[src/design/multi_channel_tick_timer_top_macros.svh]
// ----------------------------------------------------------------------------
// Assertion macros for the multi-channel tick timer
// Shared concurrent assertion forms, clocked on aclk and disabled in reset.
// ----------------------------------------------------------------------------
`ifndef MULTI_CHANNEL_TICK_TIMER_TOP_MACROS_SVH
`define MULTI_CHANNEL_TICK_TIMER_TOP_MACROS_SVH

// Same-cycle implication.
`define MCTT_ASSERT_IMP(label, ante, cons, msg) \
    label: assert property (@(posedge aclk) disable iff (!aresetn) (ante) |-> (cons)) \
        else $error(msg);

// Next-cycle implication.
`define MCTT_ASSERT_NXT(label, ante, cons, msg) \
    label: assert property (@(posedge aclk) disable iff (!aresetn) (ante) |=> (cons)) \
        else $error(msg);

`endif

[src/design/mctt_pkg.sv]
// ----------------------------------------------------------------------------
// mctt_pkg
// Function codes, register indexes and shared types of the tick timer.
// ----------------------------------------------------------------------------
package mctt_pkg;

    localparam int FUNC_W     = 3;
    localparam int CFG_IDX_W  = 2;
    localparam int CFG_DATA_W = 16;
    localparam int DELAY_W    = 16;
    localparam int SWMASK_W   = 8;
    localparam int WIDE_CNT_W = 32;
    localparam int WIDE_PRT_W = 16;
    localparam int REQ_W      = 3;

    typedef logic [FUNC_W-1:0]    func_t;
    typedef logic [CFG_IDX_W-1:0] cfg_idx_t;
    typedef logic [REQ_W-1:0]     req_t;

    localparam func_t FN_TICK           = 3'd0;
    localparam func_t FN_SCROLL_START   = 3'd1;
    localparam func_t FN_SCROLL_STOP    = 3'd2;
    localparam func_t FN_DEBOUNCE_START = 3'd3;
    localparam func_t FN_DEBOUNCE_STOP  = 3'd4;
    localparam func_t FN_BEEP_START     = 3'd5;
    localparam func_t FN_BEEP_STOP      = 3'd6;

    localparam cfg_idx_t REG_DEBOUNCE_DELAY = 2'd0;
    localparam cfg_idx_t REG_SWITCH_MASK    = 2'd1;

    localparam logic [DELAY_W-1:0]  DEBOUNCE_DELAY_RST = 16'd2;
    localparam logic [SWMASK_W-1:0] SWITCH_MASK_RST    = 8'd3;

    localparam int REQ_SCROLL_BIT   = 0;
    localparam int REQ_DEBOUNCE_BIT = 1;
    localparam int REQ_BEEP_BIT     = 2;
    localparam req_t REQ_NONE       = 3'b000;

    typedef struct packed {
        logic scroll_expired;
        logic switch_changed;
        logic rearm_switch_irq;
        logic beep_done;
        logic wake;
        logic tick_enable;
    } result_flags_t;

endpackage

[src/design/mctt_in_reg.sv]
// ----------------------------------------------------------------------------
// mctt_in_reg
// Input register of the timer: captures one request and holds it until the
// result stage has room.
// ----------------------------------------------------------------------------
module mctt_in_reg #(
    parameter int COUNT_WIDTH = 16,
    parameter int PORT_WIDTH  = 8
) (
    input  logic                     aclk,
    input  logic                     aresetn,
    input  logic                     in_valid_i,
    output logic                     in_ready_o,
    input  mctt_pkg::func_t          func_i,
    input  logic [COUNT_WIDTH-1:0]   length_i,
    input  logic [PORT_WIDTH-1:0]    port_in_i,
    input  logic                     out_space_i,
    output logic                     advance_o,
    output mctt_pkg::func_t          func_o,
    output logic [COUNT_WIDTH-1:0]   length_o,
    output logic [PORT_WIDTH-1:0]    port_in_o
);
    import mctt_pkg::*;

    logic                   valid_reg;
    func_t                  func_reg;
    logic [COUNT_WIDTH-1:0] length_reg;
    logic [PORT_WIDTH-1:0]  port_reg;

    assign advance_o  = valid_reg && out_space_i;
    assign in_ready_o = !valid_reg || advance_o;

    always_ff @(posedge aclk) begin
        if (!aresetn) begin
            valid_reg <= 1'b0;
        end else if (in_ready_o) begin
            valid_reg <= in_valid_i;
        end
    end

    always_ff @(posedge aclk) begin
        if (in_ready_o && in_valid_i) begin
            func_reg   <= func_i;
            length_reg <= length_i;
            port_reg   <= port_in_i;
        end
    end

    assign func_o    = func_reg;
    assign length_o  = length_reg;
    assign port_in_o = port_reg;

endmodule

[src/design/mctt_core.sv]
// ----------------------------------------------------------------------------
// mctt_core
// Timer state, configuration registers and the per-request update logic.
// ----------------------------------------------------------------------------
`include "multi_channel_tick_timer_top_macros.svh"

module mctt_core #(
    parameter int COUNT_WIDTH = 16,
    parameter int PORT_WIDTH  = 8
) (
    input  logic                        aclk,
    input  logic                        aresetn,
    input  logic                        cfg_valid_i,
    input  mctt_pkg::cfg_idx_t          cfg_index_i,
    input  logic [mctt_pkg::CFG_DATA_W-1:0] cfg_data_i,
    input  logic                        step_i,
    input  mctt_pkg::func_t             func_i,
    input  logic [COUNT_WIDTH-1:0]      length_i,
    input  logic [PORT_WIDTH-1:0]       port_in_i,
    output mctt_pkg::result_flags_t     flags_o,
    output logic [PORT_WIDTH-1:0]       switch_levels_o
);
    import mctt_pkg::*;

    logic [DELAY_W-1:0]     delay_reg;
    logic [SWMASK_W-1:0]    swmask_reg;
    logic [COUNT_WIDTH-1:0] scroll_count_reg, scroll_count_next;
    logic [COUNT_WIDTH-1:0] scroll_period_reg, scroll_period_next;
    logic [COUNT_WIDTH-1:0] debounce_count_reg, debounce_count_next;
    logic [COUNT_WIDTH-1:0] beep_count_reg, beep_count_next;
    req_t                   req_reg, req_next;
    logic [PORT_WIDTH-1:0]  switch_state_reg, switch_state_next;

    logic [WIDE_CNT_W-1:0]  delay_wide;
    logic [WIDE_PRT_W-1:0]  swmask_wide;
    logic [COUNT_WIDTH-1:0] delay_load;
    logic [PORT_WIDTH-1:0]  swmask;
    logic                   tick;
    logic                   scroll_hit;
    logic                   debounce_hit;
    logic                   beep_hit;
    logic                   port_differs;

    always_ff @(posedge aclk) begin
        if (!aresetn) begin
            delay_reg  <= DEBOUNCE_DELAY_RST;
            swmask_reg <= SWITCH_MASK_RST;
        end else if (cfg_valid_i) begin
            case (cfg_index_i)
                REG_DEBOUNCE_DELAY: delay_reg  <= cfg_data_i[DELAY_W-1:0];
                REG_SWITCH_MASK:    swmask_reg <= cfg_data_i[SWMASK_W-1:0];
                default: ;
            endcase
        end
    end

    assign delay_wide  = WIDE_CNT_W'(delay_reg);
    assign delay_load  = delay_wide[COUNT_WIDTH-1:0];
    assign swmask_wide = WIDE_PRT_W'(swmask_reg);
    assign swmask      = swmask_wide[PORT_WIDTH-1:0];

    // A tick only counts while some timer keeps the time base running.
    assign tick         = (func_i == FN_TICK) && (req_reg != REQ_NONE);
    assign scroll_hit   = tick && (scroll_count_reg == COUNT_WIDTH'(1));
    assign debounce_hit = tick && (debounce_count_reg == COUNT_WIDTH'(1));
    assign beep_hit     = tick && (beep_count_reg == COUNT_WIDTH'(1));
    assign port_differs = ((switch_state_reg ^ port_in_i) & swmask) != '0;

    always_comb begin
        scroll_count_next   = scroll_count_reg;
        scroll_period_next  = scroll_period_reg;
        debounce_count_next = debounce_count_reg;
        beep_count_next     = beep_count_reg;
        req_next            = req_reg;
        switch_state_next   = switch_state_reg;
        case (func_i)
            FN_TICK: begin
                if (tick) begin
                    if (scroll_hit) begin
                        scroll_count_next = scroll_period_reg;
                    end else if (scroll_count_reg != '0) begin
                        scroll_count_next = scroll_count_reg - COUNT_WIDTH'(1);
                    end
                    if (debounce_count_reg != '0) begin
                        debounce_count_next = debounce_count_reg - COUNT_WIDTH'(1);
                    end
                    if (debounce_hit) begin
                        req_next[REQ_DEBOUNCE_BIT] = 1'b0;
                        if (port_differs) begin
                            switch_state_next = port_in_i;
                        end
                    end
                    if (beep_count_reg != '0) begin
                        beep_count_next = beep_count_reg - COUNT_WIDTH'(1);
                    end
                    if (beep_hit) begin
                        req_next[REQ_BEEP_BIT] = 1'b0;
                    end
                end
            end
            FN_SCROLL_START: begin
                scroll_count_next          = length_i;
                scroll_period_next         = length_i;
                req_next[REQ_SCROLL_BIT]   = 1'b1;
            end
            FN_SCROLL_STOP: begin
                scroll_count_next          = '0;
                req_next[REQ_SCROLL_BIT]   = 1'b0;
            end
            FN_DEBOUNCE_START: begin
                debounce_count_next        = delay_load;
                req_next[REQ_DEBOUNCE_BIT] = 1'b1;
            end
            FN_DEBOUNCE_STOP: begin
                debounce_count_next        = '0;
                req_next[REQ_DEBOUNCE_BIT] = 1'b0;
            end
            FN_BEEP_START: begin
                beep_count_next            = length_i;
                req_next[REQ_BEEP_BIT]     = 1'b1;
            end
            FN_BEEP_STOP: begin
                beep_count_next            = '0;
                req_next[REQ_BEEP_BIT]     = 1'b0;
            end
            default: ;
        endcase
    end

    always_ff @(posedge aclk) begin
        if (!aresetn) begin
            scroll_count_reg   <= '0;
            scroll_period_reg  <= '0;
            debounce_count_reg <= '0;
            beep_count_reg     <= '0;
            req_reg            <= REQ_NONE;
            switch_state_reg   <= '0;
        end else if (step_i) begin
            scroll_count_reg   <= scroll_count_next;
            scroll_period_reg  <= scroll_period_next;
            debounce_count_reg <= debounce_count_next;
            beep_count_reg     <= beep_count_next;
            req_reg            <= req_next;
            switch_state_reg   <= switch_state_next;
        end
    end

    always_comb begin
        flags_o.scroll_expired   = scroll_hit;
        flags_o.switch_changed   = debounce_hit && port_differs;
        flags_o.rearm_switch_irq = debounce_hit && !port_differs;
        flags_o.beep_done        = beep_hit;
        flags_o.wake             = scroll_hit || (debounce_hit && port_differs);
        flags_o.tick_enable      = req_next != REQ_NONE;
    end

    assign switch_levels_o = switch_state_next;

    `MCTT_ASSERT_NXT(a_idle_tick_holds, step_i && (func_i == FN_TICK) && (req_reg == REQ_NONE), $stable(scroll_count_reg) && $stable(debounce_count_reg) && $stable(beep_count_reg), "tick while idle changed a counter")
    `MCTT_ASSERT_NXT(a_debounce_release, step_i && debounce_hit, !req_reg[REQ_DEBOUNCE_BIT], "debounce expiry left its request bit set")
    `MCTT_ASSERT_NXT(a_switch_hold, !(step_i && flags_o.switch_changed), $stable(switch_state_reg), "switch state moved without a reported change")

endmodule

[src/design/mctt_out_reg.sv]
// ----------------------------------------------------------------------------
// mctt_out_reg
// Result register: holds one packed result until the consumer takes it.
// ----------------------------------------------------------------------------
module mctt_out_reg #(
    parameter int PORT_WIDTH = 8,
    parameter int DATA_W     = 16
) (
    input  logic                    aclk,
    input  logic                    aresetn,
    input  logic                    load_i,
    input  mctt_pkg::result_flags_t flags_i,
    input  logic [PORT_WIDTH-1:0]   switch_levels_i,
    output logic                    space_o,
    output logic                    m_tvalid,
    input  logic                    m_tready,
    output logic [DATA_W-1:0]       m_tdata
);
    import mctt_pkg::*;

    logic              valid_reg;
    logic [DATA_W-1:0] data_reg;

    assign space_o = !valid_reg || m_tready;

    always_ff @(posedge aclk) begin
        if (!aresetn) begin
            valid_reg <= 1'b0;
        end else if (space_o) begin
            valid_reg <= load_i;
        end
    end

    always_ff @(posedge aclk) begin
        if (space_o && load_i) begin
            data_reg <= DATA_W'({flags_i.tick_enable, flags_i.wake, flags_i.beep_done,
                                 switch_levels_i, flags_i.rearm_switch_irq,
                                 flags_i.switch_changed, flags_i.scroll_expired});
        end
    end

    assign m_tvalid = valid_reg;
    assign m_tdata  = data_reg;

endmodule

[src/design/multi_channel_tick_timer_top.sv]
// ----------------------------------------------------------------------------
// multi_channel_tick_timer_top
// Three tick-driven down-counters (periodic scroll, one-shot debounce,
// one-shot beep) on a shared time base, with a streaming request/result
// interface and a small configuration write port.
//
//   Channel | Direction | Handshake           | Contents
//   --------+-----------+---------------------+-------------------------------
//   s_      | in        | s_tvalid / s_tready | s_tuser func, s_tdata length,
//           |           |                     | port_in
//   m_      | out       | m_tvalid / m_tready | m_tdata flags and switch levels
//   cfg_    | in        | cfg_valid/cfg_ready | cfg_index, cfg_data
//
// A request is held in the input register and then moves into the result
// register, which drives m_tvalid and m_tdata until the result handshake.
// One request per cycle is sustained while m_tready stays high.
// Reset is synchronous on aresetn low: counters, request mask and switch
// state clear, and debounce_delay and switch_mask return to 2 and 3.
// A stall on m_tready backs up through the result register into the input
// register; s_tready falls only when both hold an unread request.
// ----------------------------------------------------------------------------
module multi_channel_tick_timer_top #(
    parameter int COUNT_WIDTH = 16,
    parameter int PORT_WIDTH  = 8
) (
    input  logic aclk,
    input  logic aresetn,

    // Request channel.
    input  logic s_tvalid,
    output logic s_tready,
    // s_tdata, low bit up: length [COUNT_WIDTH], port_in [PORT_WIDTH], zero fill.
    input  logic [((COUNT_WIDTH+PORT_WIDTH+7)/8)*8-1:0] s_tdata,
    // s_tuser: func [3].
    input  mctt_pkg::func_t s_tuser,

    // Result channel.
    output logic m_tvalid,
    input  logic m_tready,
    // m_tdata, low bit up: scroll_expired, switch_changed, rearm_switch_irq,
    // switch_levels [PORT_WIDTH], beep_done, wake, tick_enable, zero fill.
    output logic [((PORT_WIDTH+6+7)/8)*8-1:0] m_tdata,

    // Configuration writes: index 0 debounce_delay, index 1 switch_mask.
    input  logic                            cfg_valid,
    output logic                            cfg_ready,
    input  mctt_pkg::cfg_idx_t              cfg_index,
    input  logic [mctt_pkg::CFG_DATA_W-1:0] cfg_data
);
    import mctt_pkg::*;

    localparam int M_DATA_W = ((PORT_WIDTH + 6 + 7) / 8) * 8;

    logic                   out_space;
    logic                   advance;
    func_t                  item_func;
    logic [COUNT_WIDTH-1:0] item_length;
    logic [PORT_WIDTH-1:0]  item_port;
    result_flags_t          flags;
    logic [PORT_WIDTH-1:0]  switch_levels;

    // Always writable; writes are issued only while idle by the user, unchecked.
    assign cfg_ready = 1'b1;

    mctt_in_reg #(
        .COUNT_WIDTH (COUNT_WIDTH),
        .PORT_WIDTH  (PORT_WIDTH)
    ) u_in_reg (
        .aclk        (aclk),
        .aresetn     (aresetn),
        .in_valid_i  (s_tvalid),
        .in_ready_o  (s_tready),
        .func_i      (s_tuser),
        .length_i    (s_tdata[COUNT_WIDTH-1:0]),
        .port_in_i   (s_tdata[COUNT_WIDTH+PORT_WIDTH-1:COUNT_WIDTH]),
        .out_space_i (out_space),
        .advance_o   (advance),
        .func_o      (item_func),
        .length_o    (item_length),
        .port_in_o   (item_port)
    );

    // The timer state moves exactly when a request passes into the result
    // register, so results keep request order.
    mctt_core #(
        .COUNT_WIDTH (COUNT_WIDTH),
        .PORT_WIDTH  (PORT_WIDTH)
    ) u_core (
        .aclk            (aclk),
        .aresetn         (aresetn),
        .cfg_valid_i     (cfg_valid && cfg_ready),
        .cfg_index_i     (cfg_index),
        .cfg_data_i      (cfg_data),
        .step_i          (advance),
        .func_i          (item_func),
        .length_i        (item_length),
        .port_in_i       (item_port),
        .flags_o         (flags),
        .switch_levels_o (switch_levels)
    );

    mctt_out_reg #(
        .PORT_WIDTH (PORT_WIDTH),
        .DATA_W     (M_DATA_W)
    ) u_out_reg (
        .aclk            (aclk),
        .aresetn         (aresetn),
        .load_i          (advance),
        .flags_i         (flags),
        .switch_levels_i (switch_levels),
        .space_o         (out_space),
        .m_tvalid        (m_tvalid),
        .m_tready        (m_tready),
        .m_tdata         (m_tdata)
    );

endmodule
[config.mk]
export PLATFORM = sky130hd
export DESIGN_NAME = multi_channel_tick_timer_top
export DESIGN_NICKNAME = d
export VERILOG_FILES = /design/src/design/mctt_pkg.sv /design/src/design/mctt_in_reg.sv /design/src/design/mctt_core.sv /design/src/design/mctt_out_reg.sv /design/src/design/multi_channel_tick_timer_top.sv
export VERILOG_INCLUDE_DIRS = /design/src /design/src/design
export SDC_FILE = /design/constraint.sdc
export NUM_CORES = 1
export LEC_CHECK = 0
export ABC_CLOCK_PERIOD_IN_PS = 2800
export BUFFER_PORTS_ARGS = -buffer_cell sky130_fd_sc_hd__buf_2
export CAP_MARGIN = 20
export CORE_MARGIN = 2
export CORE_UTILIZATION = 59
export DETAILED_ROUTE_END_ITERATION = 10
export PLACE_DENSITY = 0.8
export SYNTH_ARGS = -nofsm -noshare
export SYNTH_HDL_FRONTEND = slang
export SYNTH_SLANG_ARGS = --single-unit
export TNS_END_PERCENT = 100
[constraint.sdc]
create_clock -name aclk -period 2.8 [get_ports aclk]
set_input_delay 0.56 -clock aclk [delete_from_list [all_inputs] [get_ports aclk]]
set_output_delay 0.56 -clock aclk [all_outputs]
set_load 0.03 [all_outputs]
==> metrics.csv, run 1 <==
stage,metric,value,unit
synthesis,synth_xor_area_share,3.02,%
critical_path,r2r_setup_slack,290,ps
placement,gp_congestion,0.975,
worst_hold_path,holdPathEnd,u_in_reg.length_o[15],
global_routing,grt_pass1_vias,6117,
synthesis,synth_top_family_by_area,simple AND/OR/NAND/NOR gates,
sta,hold_viol,0,
synthesis,synth_area_leaders,"dfxtp_1, edfxtp_1, nand2_1",
synthesis,synth_top_area_share,29.1,%
sta,slew_headroom,48.9,%
global_routing,globalRouteOverflowTotal,0,
floorplan,die_w,113,µm
drt,routedWlPerCell,18.8,µm
global_routing,grt_use_total,29.6,%
run_status,status,"finished, final reports clean",
cells_and_area,final_util,70.6,%
critical_path,worstRegToRegCells,6,
drt,final_antenna_net_count,0,
placement,io_buffers,65,
sta,drv_slew,0,
global_routing,grt_pass1_wl,30100,µm
synthesis,synth_edf_count,41,
critical_path,crit_path_end_kind,register,
cells_and_area,final_cells,976,
drt,drc,0,
drt,via_count,6394,
sta,fin_crit_sh,89.5,%
critical_path,start_kind,register,
sta,timing.fmax,0.399,GHz
critical_path,reg2reg_from,u_core.scroll_count_reg[10],
synthesis,synth_compound_area_share,19.9,%
critical_path,worst-path-max-fanout,17,
placement,pre_cts_slack,294,ps
floorplan,die_y,113,µm
power,p_leak,3.25,nW
synthesis,ys_seq_area_share,46.8,%
clock_network,cts.repair.resized,0,
power,power.density,681,mW/mm²
cells_and_area,fill_cells,816,
drt,drt_iter0_drc,875,
cells_and_area,multi_input_area,0.00344,mm²
global_routing,grt_start_max_net_pins,55,
synthesis,yosys.cell_types.count,72,
drt,via_per_inst,6.55,
cells_and_area,drive_above_1_share,19.5,%
sta,grt_setup_unrepaired,no,
drt,dr.pass1.iters,7,
floorplan,io_pins,69,
clock_network,cts_buffers,17,
drt,totalWireLength,18300,µm
sta,min_period,2510,ps
critical_path,critical_path_required,3100,ps
clock_network,cts_sinks,142,
synthesis,async_flop_share,0,%
cells_and_area,register_area,0.00325,mm²
cells_and_area,area_growth,16.3,%
placement,place_inst,942,
sta,whs,304,ps
sta,clock_skew,11.4,ps
clock_network,cts_hold_buffers,0,
synthesis,synthCells,759,
floorplan,start_util,60.7,%
synthesis,yosys_warnings,0,
floorplan,fp.dieArea,0.0127,mm²
floorplan,core_area,0.0115,mm²
floorplan,rows,39,
synthesis,synth_seq_cells,142,
synthesis,synthFlopType,dfxtp_1,
synthesis,synth.mux.area_fraction,4.03,%
worst_hold_path,hold_depth,1,
sta,setup_violations,0,
power,vdd_drop_max,616,µV
clock_network,clockBufferDepth,2,
clock_network,cts_setup_buffers,0,
sta,layout_setup_ws,293,ps
cells_and_area,fin_nets,878,
critical_path,reg2reg_to,u_core.scroll_count_reg[5],
clock_network,cts_tree,done,
sta,setup_tns,0,ps
critical_path,slowest_stage,nor4_1,
worst_hold_path,holdCritPathClass,input pin to register,
sta,worstMarginPinSlew,760,ps
worst_hold_path,hp-start,s_tdata[15],
clock_network,clkTransAtPathRegs,60,ps
synthesis,synthesis.area,0.00696,mm²
critical_path,path_cells,nor4_1 > and4_1 > a41oi_2 > buf_4 > o21ai_0 > a31oi_1,
critical_path,crit_path_max_incr_delay,560,ps
flow_run,cap_violations,0,
synthesis,synth-simple-area-share,20.4,%
synthesis,yosys.area_share.adder,1.62,%
synthesis,yosys.area.top_type,dfxtp_1,
clock_network,cts-root-buf,clkbuf_16,
critical_path,crit_type,register to register,
clock_network,h-tree-depth,4,
synthesis,syn_area_per_cell,9.17,µm²
critical_path,arrival,2810,ps
placement,hpwl,12400,µm
global_routing,antenna_found_initial,1,
clock_network,clock_insertion_delay_worst_skew,430,ps
-- how the worst max path moves through the flow --
stage	startpoint	endpoint	slack [ps]	depth (start not counted)
after floorplan	u_core.debounce_count_reg[6]	u_out_reg.m_tdata[10]	560	6
after global placement	m_tready	u_core.debounce_count_reg[15]	430	7
after detailed placement	m_tready	u_core.debounce_count_reg[15]	290	7
after CTS	u_in_reg.func_o[2]	u_core.beep_count_reg[13]	310	5
after global routing	u_core.scroll_count_reg[10]	u_core.scroll_count_reg[5]	80	6
final	u_core.scroll_count_reg[10]	u_core.scroll_count_reg[5]	290	6
-- metrics by stage --
step | total power (W) | instance area, µm²
after floorplan | 0.00295 | 6960
after global placement | 0.00317 | 7460
after detailed placement | 0.00320 | 7460
after CTS | 0.00552 | 8080
after global routing | 0.00571 | 8090
final | 0.00551 | 8090
-- metal layers --
metal / GRT usage (%) / wire (µm)
met4: 14.4 / 433
met2: 47.3 / 8940
met1: 38.4 / 7630
met3: 6.32 / 1330
met5: 0 / 0
-- cells in the mapped netlist (3+ instances only) --
library cell,number
or4_1,6
a32o_1,4
o211ai_1,8
inv_1,11
a32oi_1,4
clkbuf_1,39
xor2_1,13
buf_2,10
dfxtp_1,101
a31oi_1,17
and2_1,4
a211o_1,5
nand2_1,123
nor3_1,20
mux2i_1,16
or2_2,4
a31o_2,4
mux2_4,8
xnor2_1,11
nor3b_1,6
nor4_1,14
buf_4,5
a311oi_1,3
o21ai_0,38
a22oi_1,13
nor2_1,32
nand4_1,10
o31a_1,3
a21oi_1,61
nand3_1,23
o311ai_0,6
o31ai_1,5
ha_1,9
edfxtp_1,41
or4_4,3
nand3b_1,4
nand2b_1,3
or3_1,4
and3_1,5
o22ai_1,7
a211oi_1,15
-- report_power, final --
part           total [W]  internal, W  switching [W]
sequential       0.00228      0.00220      0.0000859
combinational   0.000909     0.000369       0.000539
clock            0.00232      0.00144       0.000883
-- critical path, delay by kind of cell (launching register included) --
family          cells  cell delay, ps
flops               1             350
compound gates      3             690
buf+inv             1             340
simple gates        2             990
-- cell type report --
type	instances	share of cell area, %
timing repair buffer	96	6.90
tap	143	2.21
multi-input combinational	551	42.5
sequential	142	40.2
clock inverter	9	1.13
antenna	1	0.0309
clock buffer	23	6.57
inverter	11	0.510
-- cells by family after synthesis --
kind of cell,count (synthesis)
AO/OA/AOI/OAI,212
flip-flops,142
buffers and inverters,67
AND/OR/NAND/NOR,279
adder cells (fa/ha/maj),9
multiplexers,24
XOR/XNOR,24
other,2
-- cells in the final DEF, fill, tap and decap left out, types with 9 or more instances in the layout --
cell       netlist  final
nor4_1          14     14
edfxtp_1        41     41
buf_2           10     65
nor3_1          20     20
a22oi_1         13     13
xor2_1          13     13
mux2i_1         16     16
a21oi_1         61     61
a211oi_1        15     15
a31oi_1         17     17
inv_1           11     11
dfxtp_1        101    101
clkbuf_16        0     20
nor2_1          32     32
nand2_1        123    123
xnor2_1         11     11
buf_4            5     31
ha_1             9      9
o21ai_0         38     38
nand3_1         23     23
nand4_1         10     10
No activity file was read; power rests on OpenSTA's default activity.
==> run 2: changes to the inputs <==
--- a/config.mk
+++ b/config.mk
@@ -13,4 +13,5 @@
 export CORE_UTILIZATION = 59
 export DETAILED_ROUTE_END_ITERATION = 10
+export GPL_TIMING_DRIVEN = 0
 export PLACE_DENSITY = 0.8
 export SYNTH_ARGS = -nofsm -noshare
==> constraint.sdc (replaced) <==
create_clock -name aclk -period 2.8 [get_ports aclk]
set_input_delay 0.56 -clock aclk [delete_from_list [all_inputs] [get_ports aclk]]
set_output_delay 0.56 -clock aclk [all_outputs]
set_load 0.05 [all_outputs]
==> run 2 against run 1 <==
Compared with the run above:
- clock power decreased by 7%
- sequential share of layout area grew 0.081 points
- setup slack got worse by 41 ps
- via count up 1.6%
- first-iteration DRC count decreased by 4.5%
- core utilization decreased by 0.14 points
- clock-buffer cell count fell by 3
- register-to-register slack got worse by 40 ps
- fmax shrank 1.6%
- highest routed layer unchanged
==> metrics.csv, run 2 (synthesis results as in run 1) <==
stage,metric,value,unit
run_status,status,"finished, final reports clean",
global_routing,grt_start_max_net_pins,23,
placement,pre_cts_slack,54.2,ps
sta,clock_skew,6.95,ps
sta,setup_violations,0,
critical_path,crit_path_max_incr_delay,590,ps
clock_network,cts_hold_buffers,0,
sta,worstMarginPinSlew,947,ps
floorplan,start_util,60.7,%
drt,dr.pass1.iters,6,
drt,drc,0,
critical_path,critical_path.top_delay_family,simple AND/OR/NAND/NOR gates,
critical_path,slowest_stage,or4_2,
critical_path,critical_path_required,3110,ps
global_routing,grt_pass1_wl,31700,µm
sta,hold_viol,0,
clock_network,cts_tree,done,
cells_and_area,fin_nets,904,
cells_and_area,drive_above_1_share,17.0,%
power,p_leak,3.20,nW
cells_and_area,final_util,70.4,%
critical_path,path_cells,inv_1 > ha_1 > nor3b_1 > nand2_1 > or4_2 > o211ai_1 > o21ai_0,
clock_network,clock_insertion_delay_worst_skew,430,ps
critical_path,worstRegToRegCells,7,
clock_network,cts_sinks,142,
sta,slew_headroom,36.3,%
cells_and_area,area_growth,16.1,%
drt,via_count,6494,
drt,totalWireLength,19900,µm
critical_path,reg2reg_to,u_core.debounce_count_reg[12],
clock_network,clkTransAtPathRegs,60,ps
cells_and_area,layout_commonest_cell,nand2_1,
critical_path,reg2reg_from,u_core.debounce_count_reg[0],
floorplan,die_w,113,µm
floorplan,io_pins,69,
flow_run,cap_violations,0,
cells_and_area,final_cell_mix,"nand2_1, dfxtp_1, buf_2",
critical_path,start_kind,register,
sta,timing.fmax,0.392,GHz
floorplan,fp.dieArea,0.0127,mm²
power,power.density,664,mW/mm²
critical_path,r2r_setup_slack,250,ps
placement,io_buffers,64,
worst_hold_path,holdCritPathClass,input pin to register,
drt,routedWlPerCell,19.8,µm
critical_path,arrival,2850,ps
critical_path,crit_buf_inv,1,
global_routing,grt_use_total,31.8,%
sta,setup_tns,0,ps
worst_hold_path,hold_depth,1,
sta,layout_setup_ws,252,ps
global_routing,globalRouteOverflowTotal,0,
cells_and_area,n_antenna_cell,0,
drt,via_per_inst,6.49,
sta,grt_setup_unrepaired,no,
clock_network,cts-root-buf,clkbuf_16,
power,vdd_drop_max,623,µV
worst_hold_path,holdPathEnd,u_in_reg.port_in_o[2],
sta,min_period,2550,ps
clock_network,cts_buffers,17,
placement,hpwl,14500,µm
cells_and_area,final_cells,1001,
critical_path,crit_path_end_kind,register,
worst_hold_path,hp-start,s_tdata[18],
sta,drv_slew,0,
placement,place_inst,969,
drt,drt_iter0_drc,836,
floorplan,die_y,113,µm
clock_network,cts_setup_buffers,0,
global_routing,grt_pass1_vias,6254,
clock_network,h-tree-depth,4,
floorplan,rows,39,
critical_path,crit_type,register to register,
critical_path,worst-path-max-fanout,7,
global_routing,antenna_found_initial,0,
drt,final_antenna_net_count,0,
sta,fin_crit_sh,91.0,%
clock_network,clockBufferDepth,2,
placement,gp_congestion,0.992,
floorplan,core_area,0.0115,mm²
run 2: how the worst max path moves through the flow:
stage                                             from                       endpoint  slack (ps)  cells past startpoint
after floorplan           u_core.debounce_count_reg[6]          u_out_reg.m_tdata[10]         560                      6
after global placement                        m_tready           u_out_reg.m_tdata[9]        -260                      6
after detailed placement                      m_tready           u_out_reg.m_tdata[7]          50                      7
after CTS                           u_in_reg.func_o[0]   u_core.debounce_count_reg[9]         110                      8
after global routing      u_core.debounce_count_reg[0]  u_core.debounce_count_reg[12]          60                      7
final                     u_core.debounce_count_reg[0]  u_core.debounce_count_reg[12]         250                      7
run 2: cell type report:
type | instances | area [µm²]
Inverter | 11 | 41.3
Sequential cell | 142 | 3250
Buffer | 56 | 250
Multi-Input combinational cell | 551 | 3420
Timing Repair Buffer | 66 | 363
Tap cell | 143 | 179
Clock buffer | 20 | 457
Clock inverter | 12 | 111
Fill cell | 871 | 3390
run 2: worst reg2reg max path: stages, from the launching register on:
cell	delay, ps
dfxtp_1	360
inv_1	130
ha_1	210
nor3b_1	550
nand2_1	330
or4_2	590
o211ai_1	160
o21ai_0	110
run 2: routing by layer:
layer | vias up | part of all wire, % | GRT usage, %
met5 | - | 0 | 0
met4 | 0 | 2.6 | 12.3
met3 | 47 | 7.8 | 7.56
met2 | 337 | 48 | 50.9
met1 | 3112 | 42 | 42.2
li1 | 2998 | - | -
run 2: timing repair:
| item | 4_1_cts | 5_1_grt |
|---|---|---|
| endpoints found under the hold margin | 0 | 0 |
| setup endpoints to repair | 0 | 2 |
| resized for setup | 0 | 3 |
run 2: power by group:
group          total [W]  switching [W]  internal [W]
clock network    0.00216       0.000888       0.00127
registers        0.00228      0.0000791       0.00220
logic           0.000933       0.000579      0.000354
run 2: metrics by stage:
| stage | hold WS [ps] | area, µm² | total power (W) |
|---|---|---|---|
| 2_1_floorplan | 430 | 6960 | 0.00297 |
| 3_5_place_dp | 449 | 7500 | 0.00322 |
| 6_report | 298 | 8080 | 0.00537 |
| 3_3_place_gp | 445 | 7460 | 0.00318 |
| 5_1_grt | 292 | 8080 | 0.00555 |
| 4_1_cts | 289 | 8070 | 0.00535 |
